`config.mk`:
```
export PLATFORM = sky130hd
export DESIGN_NAME = bmf_controller
export DESIGN_NICKNAME = d
export VERILOG_FILES = /design/src/rtl/bmf_pkg.sv /design/src/rtl/bmf_controller.sv
export SDC_FILE = /design/constraint.sdc
export NUM_CORES = 1
export LEC_CHECK = 0
export BUFFER_PORTS_ARGS = -buffer_cell sky130_fd_sc_hd__buf_2
export CAP_MARGIN = 0
export CORE_AREA = 4 4 41 43
export DETAILED_ROUTE_END_ITERATION = 10
export DIE_AREA = 0 0 45 47
export PLACE_DENSITY = 0.47
export SETUP_SLACK_MARGIN = 0.05
export SKIP_CTS_REPAIR_TIMING = 1
export SLEW_MARGIN = 30
export SYNTH_ARGS = -nofsm -noshare
export SYNTH_HDL_FRONTEND = slang
export SYNTH_SLANG_ARGS = --single-unit
```
`constraint.sdc`:
```
create_clock -name clk -period 1.65 [get_ports clk]
set_clock_uncertainty 0.1 [all_clocks]
set_input_delay 0.0825 -clock clk [delete_from_list [all_inputs] [get_ports clk]]
set_output_delay 0.0825 -clock clk [all_outputs]
set_load 0.005 [all_outputs]
```
`src/rtl/bmf_pkg.sv`:
```
// Package for the box mean filter: command and status structures, controller states,
// register indexes, border mode codes and the divisor reciprocal table.
// No dependencies.
`default_nettype none

package bmf_pkg;

    localparam int CFG_IDX_W  = 3;
    localparam int CFG_DATA_W = 13;
    localparam int ROW_W      = 13;
    localparam int SUM_W      = 14;
    localparam int DELTA_W    = 4;
    localparam int DIV_K      = 18;
    localparam int DIV_M_W    = 19;

    localparam logic [CFG_IDX_W-1:0] CFG_IMAGE_WIDTH   = 3'd0;
    localparam logic [CFG_IDX_W-1:0] CFG_IMAGE_HEIGHT  = 3'd1;
    localparam logic [CFG_IDX_W-1:0] CFG_WINDOW_RADIUS = 3'd2;
    localparam logic [CFG_IDX_W-1:0] CFG_BORDER_MODE   = 3'd3;
    localparam logic [CFG_IDX_W-1:0] CFG_CHANNEL_COUNT = 3'd4;

    localparam logic [1:0] BORDER_ZERO      = 2'd0;
    localparam logic [1:0] BORDER_REPLICATE = 2'd1;
    localparam logic [1:0] BORDER_MIRROR    = 2'd2;

    typedef enum logic [3:0] {
        ST_IDLE,
        ST_STORE,
        ST_CHECK,
        ST_ROW_MAP,
        ST_ROW_MUL,
        ST_ROW_BASE,
        ST_TAP,
        ST_FLUSH,
        ST_DIVIDE,
        ST_EMIT
    } bmf_state_t;

    typedef struct packed {
        logic capture;
        logic store;
        logic start;
        logic row_map;
        logic row_mul;
        logic row_base;
        logic tap;
        logic divide;
        logic emit;
    } bmf_cmd_t;

    typedef struct packed {
        logic result_ready;
        logic tap_last;
        logic row_last;
        logic out_free;
    } bmf_status_t;

    // Reciprocal of the tap count (2r+1)^2, rounded up, scaled by 2^DIV_K.
    function automatic logic [DIV_M_W-1:0] div_recip(input logic [1:0] r);
        logic [DIV_M_W-1:0] m;
        case (r)
            2'd0:    m = 19'd262144;
            2'd1:    m = 19'd29128;
            2'd2:    m = 19'd10486;
            2'd3:    m = 19'd5350;
            default: m = 19'd262144;
        endcase
        return m;
    endfunction

endpackage

`default_nettype wire

```
`src/rtl/bmf_controller.sv`:
```
// Sequencer of the box mean filter: walks each request through store and readiness check,
// and a ready result through window taps, divide and emit. Depends on bmf_pkg.
`default_nettype none

module bmf_controller
    import bmf_pkg::*;
(
    input  wire logic        clk,
    input  wire logic        rst_n,
    input  wire logic        in_valid,
    output logic             in_ready,
    input  wire bmf_status_t status,
    output bmf_cmd_t         cmd
);

    bmf_state_t state_reg, state_next;

    always_ff @(posedge clk or negedge rst_n)
    begin
        if (!rst_n)
        begin
            state_reg <= ST_IDLE;
        end
        else
        begin
            state_reg <= state_next;
        end
    end

    always_comb
    begin
        state_next = state_reg;
        cmd        = '0;
        in_ready   = 1'b0;
        case (state_reg)
            ST_IDLE:
            begin
                in_ready = 1'b1;
                if (in_valid)
                begin
                    cmd.capture = 1'b1;
                    state_next  = ST_STORE;
                end
            end
            ST_STORE:
            begin
                cmd.store  = 1'b1;
                state_next = ST_CHECK;
            end
            ST_CHECK:
            begin
                if (status.result_ready)
                begin
                    cmd.start  = 1'b1;
                    state_next = ST_ROW_MAP;
                end
                else
                begin
                    state_next = ST_IDLE;
                end
            end
            ST_ROW_MAP:
            begin
                cmd.row_map = 1'b1;
                state_next  = ST_ROW_MUL;
            end
            ST_ROW_MUL:
            begin
                cmd.row_mul = 1'b1;
                state_next  = ST_ROW_BASE;
            end
            ST_ROW_BASE:
            begin
                cmd.row_base = 1'b1;
                state_next   = ST_TAP;
            end
            ST_TAP:
            begin
                cmd.tap = 1'b1;
                if (status.tap_last)
                begin
                    state_next = status.row_last ? ST_FLUSH : ST_ROW_MAP;
                end
            end
            ST_FLUSH:
            begin
                state_next = ST_DIVIDE;
            end
            ST_DIVIDE:
            begin
                cmd.divide = 1'b1;
                state_next = ST_EMIT;
            end
            ST_EMIT:
            begin
                if (status.out_free)
                begin
                    cmd.emit   = 1'b1;
                    state_next = ST_IDLE;
                end
            end
            default:
            begin
                state_next = ST_IDLE;
            end
        endcase
    end

endmodule

`default_nettype wire

```
==> flow_metrics.tcl, run 1 <==
set metrics [dict create \
    synth_edf_count 0 \
    fin_ws_ns 0.1604 \
    grt_max_degree 13 \
    globalRouteOverflowTotal 0 \
    gp_congestion 0.7420 \
    cp-end-kind "primary output" \
    critPathLaunchType "flip-flop" \
    final-setup-viol-count 0 \
    final_max_slew_viol_count 0 \
    relSlewSlack_pct 73.46 \
    fin_tns_setup_ns 0 \
    power_uw 796.4 \
    cp.required_ns 1.47 \
    crit_fanout 11 \
    antenna_found_initial 0 \
    min-delay-start "status[0]" \
    min_period_ns 1.490 \
    outcome "finished clean" \
    path_clk_slew_ns 0.04 \
    clk_latency_ns 0.23 \
    async_flop_share_pct 100.0 \
    cts_root_buf "clkbuf_4" \
    ys_ff_latch 4 \
    htreeDepth 1 \
    n_antenna_cell 0 \
    clockBufferDepth 2 \
    utilization_pct 34.33 \
    irDropWorstVdd_uv 869.2 \
    path_class "reg2out" \
    synth_top_area_cell "dfrtp_1" \
    power_leakage_nw 0.2225 \
    fmax_mhz 671.3 \
    ys_types 23 \
    r2r-start "state_reg[1]$_DFFE_PN0P_" \
    tightest_slew_ns 0.3981 \
    pre_cts_slack_ns 0.3201 \
    vias 350 \
    initial_utilization_pct 26.83 \
    synth_common_cells "dfrtp_1 (4), nand2_1 (4), a21oi_1 (3), nor2_1 (3), nor3_1 (3)" \
    fin_crit_sh_pct 90.28 \
    avgSynthCellArea_um2 8.514 \
    wl_um 878 \
    syn_inst 41 \
    synth_warnings 0 \
    synth-seq-area-share_pct 28.67 \
    ant_nets 0 \
    die_y_um 47 \
    syn-num-nets 48 \
    whs_ns 0.06848 \
    cts.sinks 4 \
    holdPathStages 4 \
    grt_pass1_vias 316 \
    drtIter0Drc 7 \
    coreArea_um2 1301 \
    ys.flop_type "dfrtp_1" \
    cp-startpoint "state_reg[1]$_DFFE_PN0P_" \
    routedWlPerCell_um 12.19 \
    die-width_um 45 \
    largest_register_ffs 4 \
    cts_made_buffers 3 \
    powerDensity_nw_per_um2 1783 \
    maxCapViolCount 0 \
    num-nets-final 66 \
    post-route-drc-count 0 \
    firstDrtPassIters 4 \
    final-hold-violation-count 0 \
    synth_top_area_share_pct 28.67 \
    hold_path.class "in2reg" \
    synth_area_leaders "dfrtp_1 (29%), buf_6 (6.5%), nor4_4 (6.1%)" \
    track_usage_pct 9.177 \
    grt_pass1_wl_mm 1.366 \
    synth_area_um2 349.1 \
    area_growth_pct 27.96 \
    rsz0062_at_grt "false" \
    crit_arrival_ns 1.31 \
    hpwl_um 618.1 \
    ioPinCount 17 \
    drive_above_1_share_pct 42.11 \
    viasPerCell 4.861 \
    rr_worst_depth 3 \
    cts_tree "done" \
    rows 13 \
    die-area_um2 2115 \
    numPortBuffers 16 \
]
[cells by family after synthesis]
kind of cell	after synthesis	share of synthesized area, %
multiplexers	1	2.867
AO/OA/AOI/OAI	9	15.77
buffers and inverters	5	11.83
flip-flops	4	28.67
AND/OR/NAND/NOR	22	40.86
[worst max-delay path, stage by stage, from the launching register on]
cell	delay, ns
dfrtp_1	0.51
nand2b_1	0.28
nor3_1	0.15
buf_2	0.13
[path summary, 6_finish.rpt]
| kind | to | slack (ns) |
|---|---|---|
| hold reg to reg | state_reg[2]$_DFFE_PN0P_ | 0.51 |
| setup reg to reg | state_reg[0]$_DFFE_PN0P_ | 0.35 |
| hold / removal | state_reg[3]$_DFFE_PN0P_ | 0.07 |
| min in group asynchronous | state_reg[2]$_DFFE_PN0P_ | 0.08 |
| setup / recovery | cmd[7] | 0.16 |
| max in group asynchronous | state_reg[0]$_DFFE_PN0P_ | 1.24 |
[cells in the final DEF (no fill, tap or decap), drive strengths merged]
| master | n |
|---|---|
| nor2b | 1 |
| mux2i | 1 |
| buf | 16 |
| and2 | 1 |
| o21ai | 2 |
| dlygate4sd3 | 1 |
| nand2 | 4 |
| nor3 | 3 |
| clkbuf | 3 |
| o22ai | 1 |
| nor2 | 3 |
| a21oi | 3 |
| nor3b | 1 |
| nor4 | 2 |
| a311oi | 1 |
| inv | 1 |
| and2b | 2 |
| o31ai | 1 |
| a21o | 1 |
| dfrtp | 4 |
| or2b | 1 |
| nand2b | 2 |
| and3 | 2 |
[power breakdown]
group	internal (mW)	switching [mW]
logic	0.204	0.156
registers	0.151	0.164
clock network	0.0814	0.0405
total	0.436	0.360
[per-layer routing]
| layer | vias up | GRT usage (%) | part of all wire [%] |
|---|---|---|---|
| met5 | - | 0 | 0 |
| met4 | 0 | 5.263 | 1.8 |
| met3 | 2 | 4.981 | 7.2 |
| met2 | 15 | 11.30 | 44 |
| met1 | 157 | 12.33 | 47 |
| li1 | 176 | - | - |
[area by class of cell]
cell class | count | area (um2)
Clock buffer | 3 | 22.52
Fill cell | 149 | 854.6
Inverter | 1 | 3.754
Multi-Input combinational cell | 32 | 207.7
Sequential cell | 4 | 103.9
Tap cell | 15 | 18.77
Timing Repair Buffer | 17 | 90.09
[metrics by stage]
step,cell area (um2),std cells
6_report,446.7,72
5_1_grt,446.7,72
4_1_cts,432.9,71
3_5_place_dp,410.4,68
3_3_place_gp,410.4,68
2_1_floorplan,349.1,41
Note: power is estimated with default switching activity, not from simulation.
==> inputs of run 2 (changes only) <==
- REMOVE_ABC_BUFFERS: not set -> 1
==> flow_metrics.tcl, run 2 (synthesized netlist as in run 1, its figures left out) <==
set metrics [dict create \
    hpwl_um 601.5 \
    path_clk_slew_ns 0.04 \
    maxCapViolCount 0 \
    cts.sinks 4 \
    routedWlPerCell_um 11.43 \
    path_delay_family "flip-flops" \
    n_fill_cell 163 \
    gp_congestion 0.7329 \
    cp_slowest_cell "dfrtp_1" \
    final_common_cell "buf_2" \
    final_cell_mix "buf_2 (16), nand2_1 (4)" \
    relSlewSlack_pct 73.04 \
    clk_latency_ns 0.23 \
    n_antenna_cell 0 \
    num-nets-final 66 \
    final-setup-viol-count 0 \
    met2_usage_pct 12.99 \
    crit_end "cmd[6]" \
    r2r_slack_ns 0.36 \
    cts_tree "done" \
    critPathLaunchType "flip-flop" \
    ioPinCount 17 \
    grt_max_degree 13 \
    tightest_slew_ns 0.4044 \
    outcome "finished clean" \
    vias 341 \
    dp.cells 68 \
    path_cells "and2b_1 > and3_1 > buf_2" \
    r2r-start "state_reg[1]$_DFFE_PN0P_" \
    power_leakage_nw 0.2225 \
    cts_root_buf "clkbuf_4" \
    cp-end-kind "primary output" \
    rows 13 \
    cp-startpoint "state_reg[1]$_DFFE_PN0P_" \
    path_class "reg2out" \
    wl_um 823 \
    use_met3_pct 1.149 \
    crit_buf_inv 1 \
    fin_crit_sh_pct 90.29 \
    fin_tns_setup_ns 0 \
    track_usage_pct 9.429 \
    clockBufferDepth 2 \
    fmax_mhz 671.3 \
    grt_pass1_vias 332 \
    die-area_um2 2115 \
    initial_utilization_pct 26.83 \
    regArea_um2 103.9 \
    firstDrtPassIters 4 \
    stdcell_count 72 \
    final_area_um2 446.7 \
    ant_nets 0 \
    drtIter0Drc 5 \
    viasPerCell 4.736 \
    rsz0062_at_grt "false" \
    htreeDepth 1 \
    area_growth_pct 27.96 \
    drive_above_1_share_pct 42.11 \
    hold_path.class "in2reg" \
    cts_made_buffers 3 \
    final_max_slew_viol_count 0 \
    die-width_um 45 \
    top_usage_layer "met2" \
    min_period_ns 1.490 \
    coreArea_um2 1301 \
    largest_register_ffs 4 \
    globalRouteOverflowTotal 0 \
    multi_input_area_um2 207.7 \
    groute.layer.met1.usage_pct 12.61 \
    irDropWorstVdd_uv 694.3 \
    cp.required_ns 1.47 \
    post-route-drc-count 0 \
    grt_pass1_wl_mm 1.400 \
    rr_worst_depth 3 \
    final-hold-violation-count 0 \
    placed_area_um2 410.4 \
    power_uw 780.1 \
    crit_arrival_ns 1.31 \
    cp.depth 3 \
    numPortBuffers 16 \
    crit_fanout 11 \
    slowest_delay_ns 0.58 \
    worstReg2RegEnd "state_reg[0]$_DFFE_PN0P_" \
    antenna_found_initial 0 \
    die_y_um 47 \
    powerDensity_nw_per_um2 1747 \
]
-- run 2: cell counts in the layout (fill, tap and decap cells not counted) --
Identical to the previous run, type by type.
-- run 2: final cells by class --
cell class	count	share of cell area, %
multi-input combinational	32	46.50
tap	15	4.202
timing repair buffer	17	20.17
sequential	4	23.25
inverter	1	0.8403
clock buffer	3	5.042
-- run 2: layer usage --
metal,vias to the layer above,wire length [um]
met2,16,362
met1,148,400
li1,177,-
met5,-,0
met4,0,0
met3,0,60
-- run 2: power breakdown --
group          internal, mW  switching (mW)
sequential            0.151           0.161
combinational         0.203           0.148
clock                0.0810          0.0358
total                 0.435           0.345
-- run 2: worst min-delay path, stage by stage --
cell	delay, ns
buf_2	0.09
a21o_1	0.11
a311oi_1	0.09
-- run 2: worst min path at each step --
stage,start,to,slack (ns),depth (start not counted)
detailed placement,rst_n,state_reg[3]$_DFFE_PN0P_,-0.21,1
finish,status[2],state_reg[2]$_DFFE_PN0P_,0.08,3
floorplan,rst_n,state_reg[0]$_DFFE_PN0P_,-0.31,0
CTS,rst_n,state_reg[2]$_DFFE_PN0P_,-0.46,1
global placement,rst_n,state_reg[1]$_DFFE_PN0P_,-0.21,1
global route,rst_n,state_reg[2]$_DFFE_PN0P_,0.1,2
-- run 2: metrics by stage --
stage               util (%)  hold WS [ns]  setup slack (ns)
floorplan                  -       -0.3131            0.4705
global placement       31.54       -0.2100            0.3204
detailed placement     31.54       -0.2088            0.3106
CTS                    33.27       -0.4601           0.04965
global route           34.33       0.09749           0.06142
finish                 34.33       0.08125            0.1603
==> inputs of run 3 (changes only) <==
- CTS_BUF_LIST: not set -> sky130_fd_sc_hd__clkbuf_8
- GPL_TIMING_DRIVEN: not set -> 0
==> flow_metrics.tcl, run 3 (synthesized netlist as in run 1, its figures left out) <==
set metrics [dict create \
    outcome "finished clean" \
    largest_register_ffs 4 \
    globalRouteOverflowTotal 0 \
    powerDensity_nw_per_um2 1870 \
    grt_pass1_vias 321 \
    use_met3_pct 0 \
    numPortBuffers 16 \
    groute.layer.met1.usage_pct 12.16 \
    routedWlPerCell_um 11.88 \
    fin_ws_ns 0.1269 \
    path_delay_family "flip-flops" \
    wl_um 855 \
    top_usage_layer "met2" \
    final_cell_mix "buf_2 (16), nand2_1 (4)" \
    path_cells "and2b_1 > and3_1 > buf_2" \
    pre_cts_slack_ns 0.2840 \
    fmax_mhz 656.6 \
    grt_max_degree 13 \
    viasPerCell 4.681 \
    die-area_um2 2115 \
    firstDrtPassIters 4 \
    clockBufferDepth 2 \
    post-route-drc-count 0 \
    path_clk_slew_ns 0.03 \
    critPathLaunchType "flip-flop" \
    share_comb_of_total_power_pct 40.1 \
    drtIter0Drc 1 \
    met2_usage_pct 12.71 \
    n_antenna_cell 0 \
    placed_area_um2 410.4 \
    crit_arrival_ns 1.34 \
    pwr-share-clk_pct 23.2 \
    regArea_um2 103.9 \
    final_max_slew_viol_count 0 \
    switching_share_pct 41.50 \
    clk_latency_ns 0.21 \
    num-nets-final 66 \
    hold_path.class "in2reg" \
    cp_slowest_cell "dfrtp_1" \
    rows 13 \
    power_uw 870.5 \
    drive_above_1_share_pct 42.11 \
    tightest_slew_ns 0.4111 \
    coreArea_um2 1301 \
    die-width_um 45 \
    cts_root_buf "clkbuf_8" \
    fin_crit_sh_pct 92.31 \
    track_usage_pct 9.192 \
    final_common_cell "buf_2" \
    cp.required_ns 1.47 \
    multi_input_area_um2 207.7 \
    p_seq_share_pct 36.7 \
    path_class "reg2out" \
    utilization_pct 35.77 \
    crit_buf_inv 1 \
    irDropWorstVdd_uv 626.4 \
    maxCapViolCount 0 \
    gp_congestion 0.6865 \
    vias 337 \
    final-setup-viol-count 0 \
    htreeDepth 1 \
    fin_tns_setup_ns 0 \
    ant_nets 0 \
    power_report.internal_total_uw 509.3 \
    die_y_um 47 \
    grt_pass1_wl_mm 1.366 \
    relSlewSlack_pct 72.59 \
    crit_fanout 11 \
    cp-end-kind "primary output" \
    cts_made_buffers 3 \
    ioPinCount 17 \
    area_growth_pct 33.33 \
    power_leakage_nw 0.2302 \
    rsz0062_at_grt "false" \
    cts.sinks 4 \
    final-hold-violation-count 0 \
    power_switching_uw 361.2 \
    slowest_delay_ns 0.58 \
    antenna_found_initial 0 \
    final_area_um2 465.4 \
    min_period_ns 1.523 \
    initial_utilization_pct 26.83 \
    n_fill_cell 147 \
    cts_tree "done" \
]
## run 3: power by group through the flow
stage | Clock (mW) | Sequential (mW) | Combinational [mW]
floorplan | 0 | 0.267 | 0.243
global placement | 0 | 0.317 | 0.350
detailed placement | 0 | 0.314 | 0.349
CTS | 0.209 | 0.312 | 0.352
global route | 0.218 | 0.330 | 0.396
finish | 0.202 | 0.320 | 0.349
## run 3: routing by layer
metal | up-vias | share of wire (%)
met3 | 0 | 5.8
met1 | 150 | 50
li1 | 175 | -
met2 | 12 | 44
met5 | - | 0
met4 | 0 | 0
## run 3: final cells by class
type	instances	share of cell area (%)
clock buffers	3	8.871
inverters	1	0.8065
well taps	15	4.032
flip-flops and latches	4	22.31
repair buffers	17	19.35
multi-input cells	32	44.62
## run 3: worst paths after layout
kind	startpoint	end	slack, ns	cells past startpoint
worst max-delay path	state_reg[0]$_DFFE_PN0P_	cmd[6]	0.13	3
worst min register to register	state_reg[3]$_DFFE_PN0P_	state_reg[2]$_DFFE_PN0P_	0.51	1
worst max register to register	state_reg[0]$_DFFE_PN0P_	state_reg[0]$_DFFE_PN0P_	0.35	3
max in group asynchronous	rst_n	state_reg[2]$_DFFE_PN0P_	1.22	2
min in group asynchronous	rst_n	state_reg[1]$_DFFE_PN0P_	0.10	2
worst min-delay path	status[2]	state_reg[2]$_DFFE_PN0P_	0.08	3
## run 3: worst register-to-register path: stages, from the launching register on
cell,delay [ns]
dfrtp_1,0.58
and2b_1,0.27
o21ai_0,0.13
and3_1,0.16
## run 3: per-stage QoR
stage	hold slack, ns	std cells
CTS	-0.4403	71
detailed placement	-0.2119	68
global placement	-0.2119	68
finish	0.08273	72
floorplan	-0.3131	37
global route	0.09450	72
